File: src/sv/owm_pkg.sv
`default_nettype none

package owm_pkg;

   // Widths of the item fields and of the internal counters.
   localparam int KindWidth  = 2;
   localparam int ByteWidth  = 8;
   localparam int LongWidth  = 10;
   localparam int ShortWidth = 8;
   localparam int PhaseWidth = 4;
   localparam int BitsWidth  = 4;
   localparam int AddrWidth  = 3;

   // Item kinds.
   localparam logic [KindWidth-1:0] KIND_TICK  = 2'd0;
   localparam logic [KindWidth-1:0] KIND_RESET = 2'd1;
   localparam logic [KindWidth-1:0] KIND_WRITE = 2'd2;
   localparam logic [KindWidth-1:0] KIND_READ  = 2'd3;

   // Register indexes.
   localparam logic [AddrWidth-1:0] REG_RESET_LOW     = 3'd0;
   localparam logic [AddrWidth-1:0] REG_PRESENCE_WAIT = 3'd1;
   localparam logic [AddrWidth-1:0] REG_RESET_TAIL    = 3'd2;
   localparam logic [AddrWidth-1:0] REG_SHORT_TIME    = 3'd3;
   localparam logic [AddrWidth-1:0] REG_LONG_TIME     = 3'd4;
   localparam logic [AddrWidth-1:0] REG_READ_LOW      = 3'd5;
   localparam logic [AddrWidth-1:0] REG_READ_SAMPLE   = 3'd6;

   // Register reset values.
   localparam logic [LongWidth-1:0]  RESET_LOW_DEFAULT     = 10'd600;
   localparam logic [LongWidth-1:0]  PRESENCE_WAIT_DEFAULT = 10'd60;
   localparam logic [LongWidth-1:0]  RESET_TAIL_DEFAULT    = 10'd600;
   localparam logic [ShortWidth-1:0] SHORT_TIME_DEFAULT    = 8'd5;
   localparam logic [ShortWidth-1:0] LONG_TIME_DEFAULT     = 8'd60;
   localparam logic [ShortWidth-1:0] READ_LOW_DEFAULT      = 8'd2;
   localparam logic [ShortWidth-1:0] READ_SAMPLE_DEFAULT   = 8'd8;

   // Bits in one byte transfer.
   localparam logic [BitsWidth-1:0] BYTE_BITS = 4'd8;

   // Sequencer phases.
   localparam logic [PhaseWidth-1:0] PH_IDLE     = 4'd0;
   localparam logic [PhaseWidth-1:0] PH_RST_LOW  = 4'd1;
   localparam logic [PhaseWidth-1:0] PH_RST_WAIT = 4'd2;
   localparam logic [PhaseWidth-1:0] PH_RST_TAIL = 4'd3;
   localparam logic [PhaseWidth-1:0] PH_WR_LOW   = 4'd4;
   localparam logic [PhaseWidth-1:0] PH_WR_REL   = 4'd5;
   localparam logic [PhaseWidth-1:0] PH_RD_LOW   = 4'd6;
   localparam logic [PhaseWidth-1:0] PH_RD_WAIT  = 4'd7;
   localparam logic [PhaseWidth-1:0] PH_RD_TAIL  = 4'd8;

   typedef struct packed {
      logic [LongWidth-1:0]  reset_low_us;
      logic [LongWidth-1:0]  presence_wait_us;
      logic [LongWidth-1:0]  reset_tail_us;
      logic [ShortWidth-1:0] short_time_us;
      logic [ShortWidth-1:0] long_time_us;
      logic [ShortWidth-1:0] read_low_us;
      logic [ShortWidth-1:0] read_sample_us;
   } cfg_type;

   typedef struct packed {
      logic [ByteWidth-1:0] read_data;
      logic                 presence;
      logic                 done_res;
      logic                 busy_res;
      logic                 drive_low;
   } result_type;

endpackage

`default_nettype wire

File: src/sv/owm_regs.sv
`default_nettype none

module owm_regs (
   input  wire logic                                clock,
   input  wire logic                                reset,
   input  wire logic                                csr_we,
   input  wire logic [owm_pkg::AddrWidth-1:0]       csr_addr,
   input  wire logic [owm_pkg::LongWidth-1:0]       csr_wdata,
   output owm_pkg::cfg_type                         cfg
);

   owm_pkg::cfg_type cfg_ff;
   owm_pkg::cfg_type cfg_in;

   always_comb begin
      cfg_in = cfg_ff;
      if (csr_we) begin
         case (csr_addr)
            owm_pkg::REG_RESET_LOW:     cfg_in.reset_low_us     = csr_wdata;
            owm_pkg::REG_PRESENCE_WAIT: cfg_in.presence_wait_us = csr_wdata;
            owm_pkg::REG_RESET_TAIL:    cfg_in.reset_tail_us    = csr_wdata;
            owm_pkg::REG_SHORT_TIME:
               cfg_in.short_time_us = csr_wdata[owm_pkg::ShortWidth-1:0];
            owm_pkg::REG_LONG_TIME:
               cfg_in.long_time_us = csr_wdata[owm_pkg::ShortWidth-1:0];
            owm_pkg::REG_READ_LOW:
               cfg_in.read_low_us = csr_wdata[owm_pkg::ShortWidth-1:0];
            owm_pkg::REG_READ_SAMPLE:
               cfg_in.read_sample_us = csr_wdata[owm_pkg::ShortWidth-1:0];
            default: ;
         endcase
      end
   end

   always_ff @(posedge clock) begin
      if (reset) begin
         cfg_ff.reset_low_us     <= owm_pkg::RESET_LOW_DEFAULT;
         cfg_ff.presence_wait_us <= owm_pkg::PRESENCE_WAIT_DEFAULT;
         cfg_ff.reset_tail_us    <= owm_pkg::RESET_TAIL_DEFAULT;
         cfg_ff.short_time_us    <= owm_pkg::SHORT_TIME_DEFAULT;
         cfg_ff.long_time_us     <= owm_pkg::LONG_TIME_DEFAULT;
         cfg_ff.read_low_us      <= owm_pkg::READ_LOW_DEFAULT;
         cfg_ff.read_sample_us   <= owm_pkg::READ_SAMPLE_DEFAULT;
      end else begin
         cfg_ff <= cfg_in;
      end
   end

   assign cfg = cfg_ff;

endmodule

`default_nettype wire

File: src/sv/owm_engine.sv
`default_nettype none

module owm_engine (
   input  wire logic                                clock,
   input  wire logic                                reset,
   input  wire logic                                step_en,
   input  wire logic [owm_pkg::KindWidth-1:0]       kind,
   input  wire logic [owm_pkg::ByteWidth-1:0]       data_byte,
   input  wire logic                                line_in,
   input  owm_pkg::cfg_type                         cfg,
   output owm_pkg::result_type                      result
);

   logic [owm_pkg::PhaseWidth-1:0] phase_ff, phase_in;
   logic [owm_pkg::LongWidth-1:0]  time_ff, time_in;
   logic [owm_pkg::BitsWidth-1:0]  bits_ff, bits_in;
   logic [owm_pkg::ByteWidth-1:0]  shift_ff, shift_in;
   logic [owm_pkg::ByteWidth-1:0]  last_ff, last_in;
   logic                           pres_ff, pres_in;
   logic                           drive_ff, drive_in;
   logic                           done;
   logic [owm_pkg::LongWidth-1:0]  short_ext, long_ext, rd_low_ext, rd_sample_ext;

   assign short_ext     = {2'b00, cfg.short_time_us};
   assign long_ext      = {2'b00, cfg.long_time_us};
   assign rd_low_ext    = {2'b00, cfg.read_low_us};
   assign rd_sample_ext = {2'b00, cfg.read_sample_us};

   always_comb begin
      phase_in = phase_ff;
      time_in  = time_ff;
      bits_in  = bits_ff;
      shift_in = shift_ff;
      last_in  = last_ff;
      pres_in  = pres_ff;
      drive_in = drive_ff;
      done     = 1'b0;
      if (kind == owm_pkg::KIND_TICK) begin
         if (phase_ff != owm_pkg::PH_IDLE) begin
            if (time_ff > 10'd1) begin
               time_in = time_ff - 10'd1;
            end else begin
               // Count ran out: the next stage starts on this same tick.
               time_in = '0;
               case (phase_ff)
                  owm_pkg::PH_RST_LOW: begin
                     drive_in = 1'b0;
                     time_in  = cfg.presence_wait_us;
                     phase_in = owm_pkg::PH_RST_WAIT;
                  end
                  owm_pkg::PH_RST_WAIT: begin
                     // A device answers by holding the line low.
                     pres_in  = ~line_in;
                     time_in  = cfg.reset_tail_us;
                     phase_in = owm_pkg::PH_RST_TAIL;
                  end
                  owm_pkg::PH_RST_TAIL: begin
                     phase_in = owm_pkg::PH_IDLE;
                     done     = 1'b1;
                  end
                  owm_pkg::PH_WR_LOW: begin
                     drive_in = 1'b0;
                     time_in  = shift_ff[0] ? long_ext : short_ext;
                     phase_in = owm_pkg::PH_WR_REL;
                  end
                  owm_pkg::PH_WR_REL: begin
                     shift_in = {1'b0, shift_ff[owm_pkg::ByteWidth-1:1]};
                     bits_in  = bits_ff - 4'd1;
                     if (bits_in == '0) begin
                        phase_in = owm_pkg::PH_IDLE;
                        done     = 1'b1;
                     end else begin
                        // Next slot timed from the bit that just moved down.
                        drive_in = 1'b1;
                        time_in  = shift_ff[1] ? short_ext : long_ext;
                        phase_in = owm_pkg::PH_WR_LOW;
                     end
                  end
                  owm_pkg::PH_RD_LOW: begin
                     drive_in = 1'b0;
                     time_in  = rd_sample_ext;
                     phase_in = owm_pkg::PH_RD_WAIT;
                  end
                  owm_pkg::PH_RD_WAIT: begin
                     shift_in = {line_in, shift_ff[owm_pkg::ByteWidth-1:1]};
                     time_in  = long_ext;
                     phase_in = owm_pkg::PH_RD_TAIL;
                  end
                  owm_pkg::PH_RD_TAIL: begin
                     bits_in = bits_ff - 4'd1;
                     if (bits_in == '0) begin
                        last_in  = shift_ff;
                        phase_in = owm_pkg::PH_IDLE;
                        done     = 1'b1;
                     end else begin
                        drive_in = 1'b1;
                        time_in  = rd_low_ext;
                        phase_in = owm_pkg::PH_RD_LOW;
                     end
                  end
                  default: begin
                     phase_in = owm_pkg::PH_IDLE;
                     drive_in = 1'b0;
                  end
               endcase
            end
         end
      end else if (phase_ff == owm_pkg::PH_IDLE) begin
         drive_in = 1'b1;
         case (kind)
            owm_pkg::KIND_RESET: begin
               time_in  = cfg.reset_low_us;
               phase_in = owm_pkg::PH_RST_LOW;
            end
            owm_pkg::KIND_WRITE: begin
               shift_in = data_byte;
               bits_in  = owm_pkg::BYTE_BITS;
               time_in  = data_byte[0] ? short_ext : long_ext;
               phase_in = owm_pkg::PH_WR_LOW;
            end
            default: begin
               shift_in = '0;
               bits_in  = owm_pkg::BYTE_BITS;
               time_in  = rd_low_ext;
               phase_in = owm_pkg::PH_RD_LOW;
            end
         endcase
      end
   end

   always_ff @(posedge clock) begin
      if (reset) begin
         phase_ff <= owm_pkg::PH_IDLE;
         time_ff  <= '0;
         bits_ff  <= '0;
         shift_ff <= '0;
         last_ff  <= '0;
         pres_ff  <= 1'b0;
         drive_ff <= 1'b0;
      end else if (step_en) begin
         phase_ff <= phase_in;
         time_ff  <= time_in;
         bits_ff  <= bits_in;
         shift_ff <= shift_in;
         last_ff  <= last_in;
         pres_ff  <= pres_in;
         drive_ff <= drive_in;
      end
   end

   assign result.drive_low = drive_in;
   assign result.busy_res  = (phase_in != owm_pkg::PH_IDLE);
   assign result.done_res  = done;
   assign result.presence  = pres_in;
   assign result.read_data = last_in;

endmodule

`default_nettype wire

File: src/sv/one_wire_bus_master.sv
`default_nettype none

// Channel   Direction  Handshake              Payload
// req       in         req_tvalid/req_tready  tdata: data_byte, line_in; tuser: kind
// rsp       out        rsp_tvalid/rsp_tready  tdata: drive_low .. read_data
// csr       in         csr_we                 csr_addr, csr_wdata (no read-back)
//
// Every accepted transfer yields exactly one result transfer. An item is held
// in the input register, then the bus sequencer steps once as the result is
// loaded into the output register, so a result passes through both registers
// and one item is taken per cycle when rsp_tready is high. Reset is
// synchronous and active high; it clears the sequencer, the valid flags and
// the timing registers to their defaults. A stall on rsp holds the output
// register and the input register, and req_tready drops only when both are
// full.
module one_wire_bus_master (
   input  wire logic                            clock,
   input  wire logic                            reset,
   // Request channel.
   input  wire logic                            req_tvalid,
   output      logic                            req_tready,
   input  wire logic [15:0]                     req_tdata,  // [7:0] data_byte, [8] line_in
   input  wire logic [owm_pkg::KindWidth-1:0]   req_tuser,  // [1:0] kind
   // Result channel.
   output      logic                            rsp_tvalid,
   input  wire logic                            rsp_tready,
   output      logic [15:0]                     rsp_tdata,  // [0] drive_low, [1] busy_res,
                                                            // [2] done_res, [3] presence,
                                                            // [11:4] read_data
   // Register write port.
   input  wire logic                            csr_we,
   input  wire logic [owm_pkg::AddrWidth-1:0]   csr_addr,
   input  wire logic [owm_pkg::LongWidth-1:0]   csr_wdata
);

   // Input register.
   logic                               in_valid_ff, in_valid_in;
   logic [owm_pkg::KindWidth-1:0]      in_kind_ff;
   logic [owm_pkg::ByteWidth-1:0]      in_byte_ff;
   logic                               in_line_ff;

   // Output register.
   logic                               out_valid_ff, out_valid_in;
   owm_pkg::result_type                out_ff;

   owm_pkg::cfg_type                   cfg;
   owm_pkg::result_type                result;
   logic                               advance;
   logic                               take;

   // The held item moves on whenever the output register is free or being
   // emptied in this cycle; that is also the one moment the sequencer steps.
   assign advance    = in_valid_ff & (~out_valid_ff | rsp_tready);
   assign req_tready = ~in_valid_ff | advance;
   assign take       = req_tvalid & req_tready;

   assign in_valid_in  = take | (in_valid_ff & ~advance);
   assign out_valid_in = advance | (out_valid_ff & ~rsp_tready);

   always_ff @(posedge clock) begin
      if (reset) begin
         in_valid_ff  <= 1'b0;
         out_valid_ff <= 1'b0;
      end else begin
         in_valid_ff  <= in_valid_in;
         out_valid_ff <= out_valid_in;
      end
   end

   always_ff @(posedge clock) begin
      if (take) begin
         in_kind_ff <= req_tuser;
         in_byte_ff <= req_tdata[owm_pkg::ByteWidth-1:0];
         in_line_ff <= req_tdata[owm_pkg::ByteWidth];
      end
      if (advance) begin
         out_ff <= result;
      end
   end

   owm_regs u_regs (
      .clock     (clock),
      .reset     (reset),
      .csr_we    (csr_we),
      .csr_addr  (csr_addr),
      .csr_wdata (csr_wdata),
      .cfg       (cfg)
   );

   owm_engine u_engine (
      .clock     (clock),
      .reset     (reset),
      .step_en   (advance),
      .kind      (in_kind_ff),
      .data_byte (in_byte_ff),
      .line_in   (in_line_ff),
      .cfg       (cfg),
      .result    (result)
   );

   assign rsp_tvalid = out_valid_ff;
   assign rsp_tdata  = {4'b0000, out_ff.read_data, out_ff.presence, out_ff.done_res,
                        out_ff.busy_res, out_ff.drive_low};

endmodule

`default_nettype wire

File: config.mk
export PLATFORM = sky130hd
export DESIGN_NAME = one_wire_bus_master
export DESIGN_NICKNAME = d
export VERILOG_FILES = /design/src/sv/owm_pkg.sv /design/src/sv/owm_regs.sv /design/src/sv/owm_engine.sv /design/src/sv/one_wire_bus_master.sv
export SDC_FILE = /design/constraint.sdc
export NUM_CORES = 1
export LEC_CHECK = 0
export BUFFER_PORTS_ARGS = -buffer_cell sky130_fd_sc_hd__buf_2
export CAP_MARGIN = 20
export CORE_MARGIN = 4
export CORE_UTILIZATION = 35
export CTS_CLUSTER_SIZE = 20
export DETAILED_ROUTE_END_ITERATION = 10
export SLEW_MARGIN = 15
export SYNTH_ARGS = -nofsm -noshare
export SYNTH_HDL_FRONTEND = slang
export SYNTH_SLANG_ARGS = --single-unit
File: constraint.sdc
create_clock -name clock -period 2.7 [get_ports clock]
set_input_delay 0 -clock clock [delete_from_list [all_inputs] [get_ports clock]]
set_output_delay 0 -clock clock [all_outputs]
set_load 0.005 [all_outputs]
# Word level (Yosys, flattened, before mapping)
# Index checks and enable logic that the tools add are counted.
# word_totals
regBits	123
inputBits	36
output_inout_bits	18
word_cells	131
# op_classes
n_addsub	2
order_cmp	1
eq_ne	21
n_mux	48
bitwise	15
n_reduce_logical	20
# op_table
op	count
2-to-1 mux 8 bit	13
case mux 10 bit (7 select lines)	1
2-to-1 mux 10 bit	5
2-to-1 mux 4 bit	10
case mux 8 bit (2 select lines)	2
case mux 4 bit (7 select lines)	1
case mux 10 bit (2 select lines)	1
== test 4 x 3 -> 1 bit (second input constant)	4
AND reduction 2 bit	7
AND reduction 6 bit	2
greater-than comparator 10 x 1 -> 1 bit (second input constant)	1
2-to-1 mux 1 bit	10
subtractor 10 x 1 -> 10 bit (second input constant)	1
== test 3 bit (second input constant)	3
== test 4 x 2 -> 1 bit (second input constant)	2
zero test 4 bit	2
nonzero test 4 bit	2
inverter 1 bit	7
== test 3 x 2 -> 1 bit (second input constant)	2
2-to-1 mux 3 bit	2
!= test 2 bit (second input constant)	3
case mux 3 bit (2 select lines)	1
OR reduction 3 bit	2
AND 1 bit	4
other kinds (15)	19

# Logic depth before layout (Yosys ltp)
# Gate-level depths: netlist of run 1.
# logic_depth
word_depth	8
mapped_depth	10
depth_no_buf	8

# Modules after synthesis
# Synthesis of run 1 repeated with hierarchy kept, for this count alone.
# unflattened
cells_unflattened	695
hier_area_um2	6511.2
# modules_own_cells
mod	instances	cells_each	area_per_inst_um2	seq_area_each_um2
owm_engine	1	426	3218.1	720.7
owm_regs	1	231	2464.9	1241.2
one_wire_bus_master	1	38	828.3	730.7

# Worst setup path after synthesis of run 1
# Ideal clock, no wire load.
# synth_timing
kind	register to register
start	register u_engine.time_ff[4] in the netlist's numbering
end	register out_ff, in the netlist rsp_tdata[10] (data pin)
setup_time_ps	260
arrival_ps	1901
required_time_ps	2440
setup_slack_ps	539
path_stages_with_launch	7
path_buffers	1
period_less_slack_ps	2161
cell_sequence	dfxtp_1 -> or4_4 -> nor4_4 -> and2_1 -> clkbuf_1 -> nand3_2 -> mux2_2
# synth_rtl
element	line	rtl
start: declaration	owm_engine.sv:15	logic [owm_pkg::LongWidth-1:0] time_ff, time_in;
start signal: assignment	owm_engine.sv:142	time_ff <= time_in;
end signal: assignment	one_wire_bus_master.sv:77	out_ff <= result;
end: declaration	one_wire_bus_master.sv:44	owm_pkg::result_type out_ff;

==> results of run 1 <==
[stage by stage]
stage	hold WS (ps)	total power [mW]	instances	instance area (um2)	utilization [%]
floorplan	98.87	2.451	756	6291	-
finish	129.2	5.026	1050	7597	43.62
CTS	115.5	5.046	1050	7597	43.62
global route	157.0	5.203	1050	7597	43.62
detailed placement	178.3	2.640	994	6728	38.63
global placement	181.1	2.638	994	6728	38.63
[flip-flops by register name (all words and copies together), names as in the netlist, 4 cells and up]
| register | flops |
|---|---|
| in_byte_ff | 8 |
| rsp_tdata | 12 |
| u_engine.last_ff | 8 |
| u_engine.bits_ff | 4 |
| u_regs.cfg | 62 |
| u_engine.time_ff | 10 |
| u_engine.shift_ff | 8 |
| u_engine.phase_ff | 4 |
[worst reg2reg max path, delay by kind of cell, from the launching register on]
kind / cells / cell delay [ps]
and+or+nand+nor: 4 / 1540
muxes: 1 / 330
DFF: 1 / 350
[power groups by stage]
| stage | sequential [mW] | combinational (mW) | clock, mW |
|---|---|---|---|
| 4_1_cts | 1.98 | 0.648 | 2.42 |
| 5_1_grt | 1.99 | 0.720 | 2.49 |
| 3_3_place_gp | 2.02 | 0.617 | 0 |
| 3_5_place_dp | 2.02 | 0.618 | 0 |
| 2_1_floorplan | 2.01 | 0.445 | 0 |
| 6_report | 1.98 | 0.654 | 2.39 |
[kinds of logic after synthesis]
logic type,share of synthesized area (%)
xor gates and xnor gates,0.4185
other,0.05972
and+or+nand+nor,23.67
AOI/OAI and AO/OA,17.08
adders and majority gates,1.793
buffers and inverters,4.164
muxes,9.942
DFF,42.88
[cells in the mapped netlist, types with 3 or more instances]
cell	instances	share of area [%]
nand3_1	17	1.4
inv_1	10	0.60
and2_1	7	0.70
and3_1	4	0.40
a311oi_1	4	0.56
edfxtp_1	23	11
a22oi_1	6	0.72
mux2i_1	41	6.5
nor4_1	6	0.60
a221o_1	3	0.48
buf_1	3	0.18
clkbuf_1	36	2.2
nor2b_1	11	1.1
buf_2	5	0.40
dfxtp_1	100	32
nand2_1	164	9.8
ha_1	9	1.8
a211oi_1	6	0.72
o21a_1	3	0.36
mux2_2	19	3.4
nand2b_1	8	0.80
a31oi_1	5	0.50
o211ai_1	4	0.48
o2bb2ai_1	5	0.70
buf_4	4	0.48
a221oi_1	11	1.5
a21oi_1	76	6.1
nor3_1	15	1.2
nor2_1	70	4.2
or3_1	5	0.50
o21ai_0	24	1.9
[path summary, 6_finish.rpt]
| kind | to | slack, ps | from | cells after the start |
|---|---|---|---|---|
| setup / recovery | rsp_tdata[4] | 210 | u_engine.time_ff[4] | 5 |
| hold / removal | u_regs.cfg[20] | 130 | csr_addr[0] | 4 |
| setup reg to reg | rsp_tdata[4] | 210 | u_engine.time_ff[4] | 5 |
| hold reg to reg | u_engine.last_ff[6] | 450 | u_engine.last_ff[6] | 2 |
[what timing repair did]
action / CTS / global route
hold endpoints to repair: 74 / 0
hold buffers: 24 / 0
setup buffers: 0 / 0
[routing by layer]
metal	GRT usage [%]	share of wire [%]	vias to the layer above	routed length (um)
met3	3.629	6.3	26	1117
met2	27.83	45	195	8058
met5	0	0	-	0
met4	6.970	2.3	0	409
li1	-	-	2796	-
met1	24.76	46	2598	8200
[final cells by class]
cell class / count / area (um2)
clock buffers: 24 / 524.3
multi-input cells: 573 / 3348
fillers: 1728 / 9819
well taps: 225 / 281.5
repair buffers: 87 / 608.1
flip-flops and latches: 123 / 2693
inverters: 10 / 37.54
clock inverters: 8 / 105.1
==> results.md, run 1 <==
- Vias in the first global route: roughly 5200
- CTS buffer count: 17
- Status: finished clean
- Setup Skew: approximately 13 ps
- Fin worst setup slack: ~210 ps
- Die W: about 140 um
- First-pass GRT wire length: about 28 mm
- Final setup fails: 0
- H-tree depth: 4
- Hold Violations, Final: 0
- DR vias/cell: between 5 and 6
- Pwr/cell area: around 660 mW/mm2
- #FFs+latches synth: approximately 120
- Synth Flop Type: dfxtp_1
- Final wirelength: between 15 and 20 mm
- FP Rows: 48
- RSZ-0062 raised after global routing: false
- Clock Root Buffer: clkbuf_16
- Hpwl dp: 12.06 mm
- Clk pin slew, worst setup/hold paths: around 50 ps
- DIE AREA: 0.02015 mm2
- Maxcap violations: 0
- Slew Viols, Final: 0
- Final period utilization: between 90% and 100%
- Post-synth EDFFs: 23
- Leakage: about 2.8 nW
- Ys Warns: 0
- CTS resizes: 0
- F_max: between 400 and 500 MHz
- Crit path launch type: flip-flop
- CP Capture Type: flip-flop
- Max incr delay on CP: around 600 ps
- Slew @ Worst Pin: 921.3 ps
- CTS tree: built
- Crit Path Category: flip-flop to flip-flop
- Combinational power share: roughly an eighth
- Clock sink total: 123
- Wire per inst: between 15 and 20 um
- Syn Inst Count: between 700 and 800
- Worst IR drop on VDD: roughly 0.44 mV
- IO Pins: between 50 and 60
- CP Max Fanout: 8
- CTS Buffer Depth: 2
- P_int: approximately 3.7 mW
- Clk network pwr share: a little under half
- Commonest non-fill, non-tap cell in the layout: nand2_1
- Largest net degree at the start of global routing: 45
- Hold Crit Class: input port to flip-flop
- Psw: roughly 1.3 mW
- Synthesized area per cell: roughly 8.3 um2
- Sw Share: roughly 26%
- Worst path bufs/invs: 0
- Place WS: roughly 270 ps
- Dominant delay contributor by cell family on the critical path: simple AND/OR/NAND/NOR gates
- Area grow syn2layout: 20.98%
- Vias after detailed routing: between 5000 and 6000
- Initial antenna violation count: 0
- Final #Nets: around 860
- Antenna-violating nets left: 0
- Async SR Flop Fraction: 0%
- CP Cell Sequence: or4_4 -> nor4_4 -> and2_1 -> nand3_2 -> mux2_2
- Initial Util: 36.06%
- TNS Setup: 0 ps
- Cell Area, Synth: 0.006280 mm2
- Core Area: 0.01742 mm2
- Initial DRC Count: ~450
- Most frequent cells in the layout: 164 x nand2_1, 100 x dfxtp_1, 76 x a21oi_1
- Diode count: 0
- Worst-Skew Late Latency: between 400 and 500 ps
- Slew HR: 38.25%
- Seq/Total Area, Yosys: 42.88%
- DRT Pass-1 Iters: 5
- Slowest CP cell: or4_4
- Die height: approximately 140 um
- Crit path required time: roughly 2900 ps
- Sequential share of power: 39.5%
- Gr usage total: 17.97%
- Crit path DAT: approximately 2700 ps
- Layout cells sized above 1: 15.27%
- Post-synth cell types: between 60 and 70
- Drc violations: 0
- Placer Congestion: just under 0.9
- Post-route minimum period: 2486 ps
- GRT overflow: 0
- Port Buf Inserts: 42
(Power assumes the default switching activity.)
==> run 2: changes to the inputs <==
==> constraint.sdc (replaced) <==
create_clock -name clock -period 2.4 [get_ports clock]
set_input_delay 0 -clock clock [delete_from_list [all_inputs] [get_ports clock]]
set_output_delay 0 -clock clock [all_outputs]
set_load 0.005 [all_outputs]
==> run 2 against run 1 <==
Worst setup slack worse by 130 ps; register-to-register slack worse by 130 ps; fmax up 7.1%; critical endpoint is now u_engine.time_ff[5].
==> results.md, run 2 (synthesis results as in run 1) <==
- Status: finished clean
- Core Area: 0.01742 mm2
- Place WS: 44.28 ps
- GRT overflow: 0
- Slew Viols, Final: 0
- CTS tree: built
- Hpwl dp: approximately 13 mm
- First-pass GRT wire length: between 20 and 30 mm
- Final #Nets: between 800 and 900
- FP Rows: 48
- Clk pin slew, worst setup/hold paths: approximately 60 ps
- IO Pins: 54
- Fill cells: 1753
- Max incr delay on CP: 570 ps
- Drc violations: 0
- CTS buffer count: 17
- Diode count: 0
- Initial antenna violation count: 0
- Register area: 0.002693 mm2
- Worst IR drop on VDD: 0.4789 mV
- Post-route minimum period: roughly 2300 ps
- Final period utilization: 96.69%
- Multi-input gate area: ~0.0034 mm2
- Area grow syn2layout: 23.29%
- DRT Pass-1 Iters: 5
- DR vias/cell: 5.306
- Placer Congestion: 0.8926
- CP Cell Sequence: or4_4 -> nor4_4 -> buf_4 -> buf_4 -> nand2b_1 -> o32ai_1 -> a211oi_1 -> nor3_1
- Clock Root Buffer: clkbuf_16
- Dpl cells: just over 1000
- Crit path launch type: flip-flop
- TNS Setup: 0 ps
- Fin worst setup slack: 79.46 ps
- Final setup fails: 0
- Slew @ Worst Pin: around 840 ps
- Crit path DAT: about 2600 ps
- F_max: roughly 430 MHz
- Gr usage total: 18.45%
- Die W: 142.0 um
- CP dominant cell by count: buf_4
- Layout cells sized above 1: about 18%
- Max reg flops: 62
- H-tree depth: 4
- Largest net degree at the start of global routing: 30
- RSZ-0062 raised after global routing: false
- Hold Crit Class: input port to flip-flop
- Vias after detailed routing: between 5000 and 6000
- Clock sink total: ~120
- Antenna-violating nets left: 0
- CTS Buffer Depth: 2
- Crit path required time: 2690 ps
- Setup Skew: roughly 11 ps
- DIE AREA: between 0.02 and 0.025 mm2
- Non-filler instance count after layout: between 1000 and 1500
- Most frequent cells in the layout: 164 x nand2_1, 100 x dfxtp_1, 76 x a21oi_1
- CP Max Fanout: 6
- Port Buf Inserts: 42
- Final wirelength: 18.11 mm
- Vias in the first global route: approximately 5400
- Initial Util: between 30 and 40%
- Die height: ~140 um
- Crit Path Category: flip-flop to flip-flop
- Slew HR: between 40% and 50%
- Initial DRC Count: around 460
- Leakage: 2.925 nW
- Wire per inst: 16.85 um
- Commonest non-fill, non-tap cell in the layout: nand2_1
- Slowest CP cell: or4_4
- Worst-Skew Late Latency: approximately 420 ps
- Maxcap violations: 0
- Pwr/cell area: between 700 and 800 mW/mm2
- Hold Violations, Final: 0
- CP Capture Type: flip-flop
- Total power: 5.476 mW
-- run 2: cell types whose count changed in the layout (fill, tap and decap cells not counted), moves of 2 or more --
cell,delta
clkinv_1,+2
buf_4,+22
dlygate4sd3_1,+2
clkbuf_8,-2
clkinvlp_4,-3
clkinv_2,+3
-- run 2: area by class of cell --
| class | count | share of cell area, % |
|---|---|---|
| Clock buffer | 21 | 6.092 |
| Clock inverter | 11 | 1.196 |
| Inverter | 10 | 0.4848 |
| Multi-Input combinational cell | 573 | 43.31 |
| Sequential cell | 123 | 34.78 |
| Tap cell | 225 | 3.636 |
| Timing Repair Buffer | 112 | 10.50 |
-- run 2: what timing repair did --
action	in CTS	in global routing
resized for setup	0	3
hold buffers	26	0
endpoints found under the setup margin	0	17
hold endpoints to repair	73	0
setup buffers	0	3
-- run 2: per-layer routing --
metal  global-route usage, %  part of all wire (%)  vias to the layer above
met5                       0                     0                        -
met4                   5.455                   1.9                        0
met3                   4.167                   5.1                       24
met2                   29.13                    46                      171
met1                   25.41                    47                     2672
li1                        -                     -                     2837
-- run 2: worst paths after layout --
kind,from,to,slack [ps],cells after the start
worst min-delay path,csr_addr[0],u_regs.cfg[24],150,4
worst min register to register,u_engine.last_ff[0],u_engine.last_ff[0],450,2
worst max register to register,u_engine.time_ff[5],u_engine.time_ff[5],80,8
worst max-delay path,u_engine.time_ff[5],u_engine.time_ff[5],80,8
-- run 2: through the flow --
stage                     hold WS [ps]  instance area (um2)  util (%)
after floorplan                  98.87                 6291         -
after global placement           178.5                 6890     39.56
after detailed placement         178.4                 6890     39.56
after CTS                        147.4                 7715     44.30
after global routing             194.3                 7742     44.45
final                            154.3                 7742     44.45
-- run 2: power breakdown --
group,switching (mW),internal [mW]
registers,0.0489,2.18
clock network,0.928,1.50
logic,0.476,0.344
-- run 2: critical path: cells and delay by family (launching register included) --
family	cells	cell delay, ps
simple gates	4	1100
compound gates	2	480
flops	1	310
buf+inv	2	310
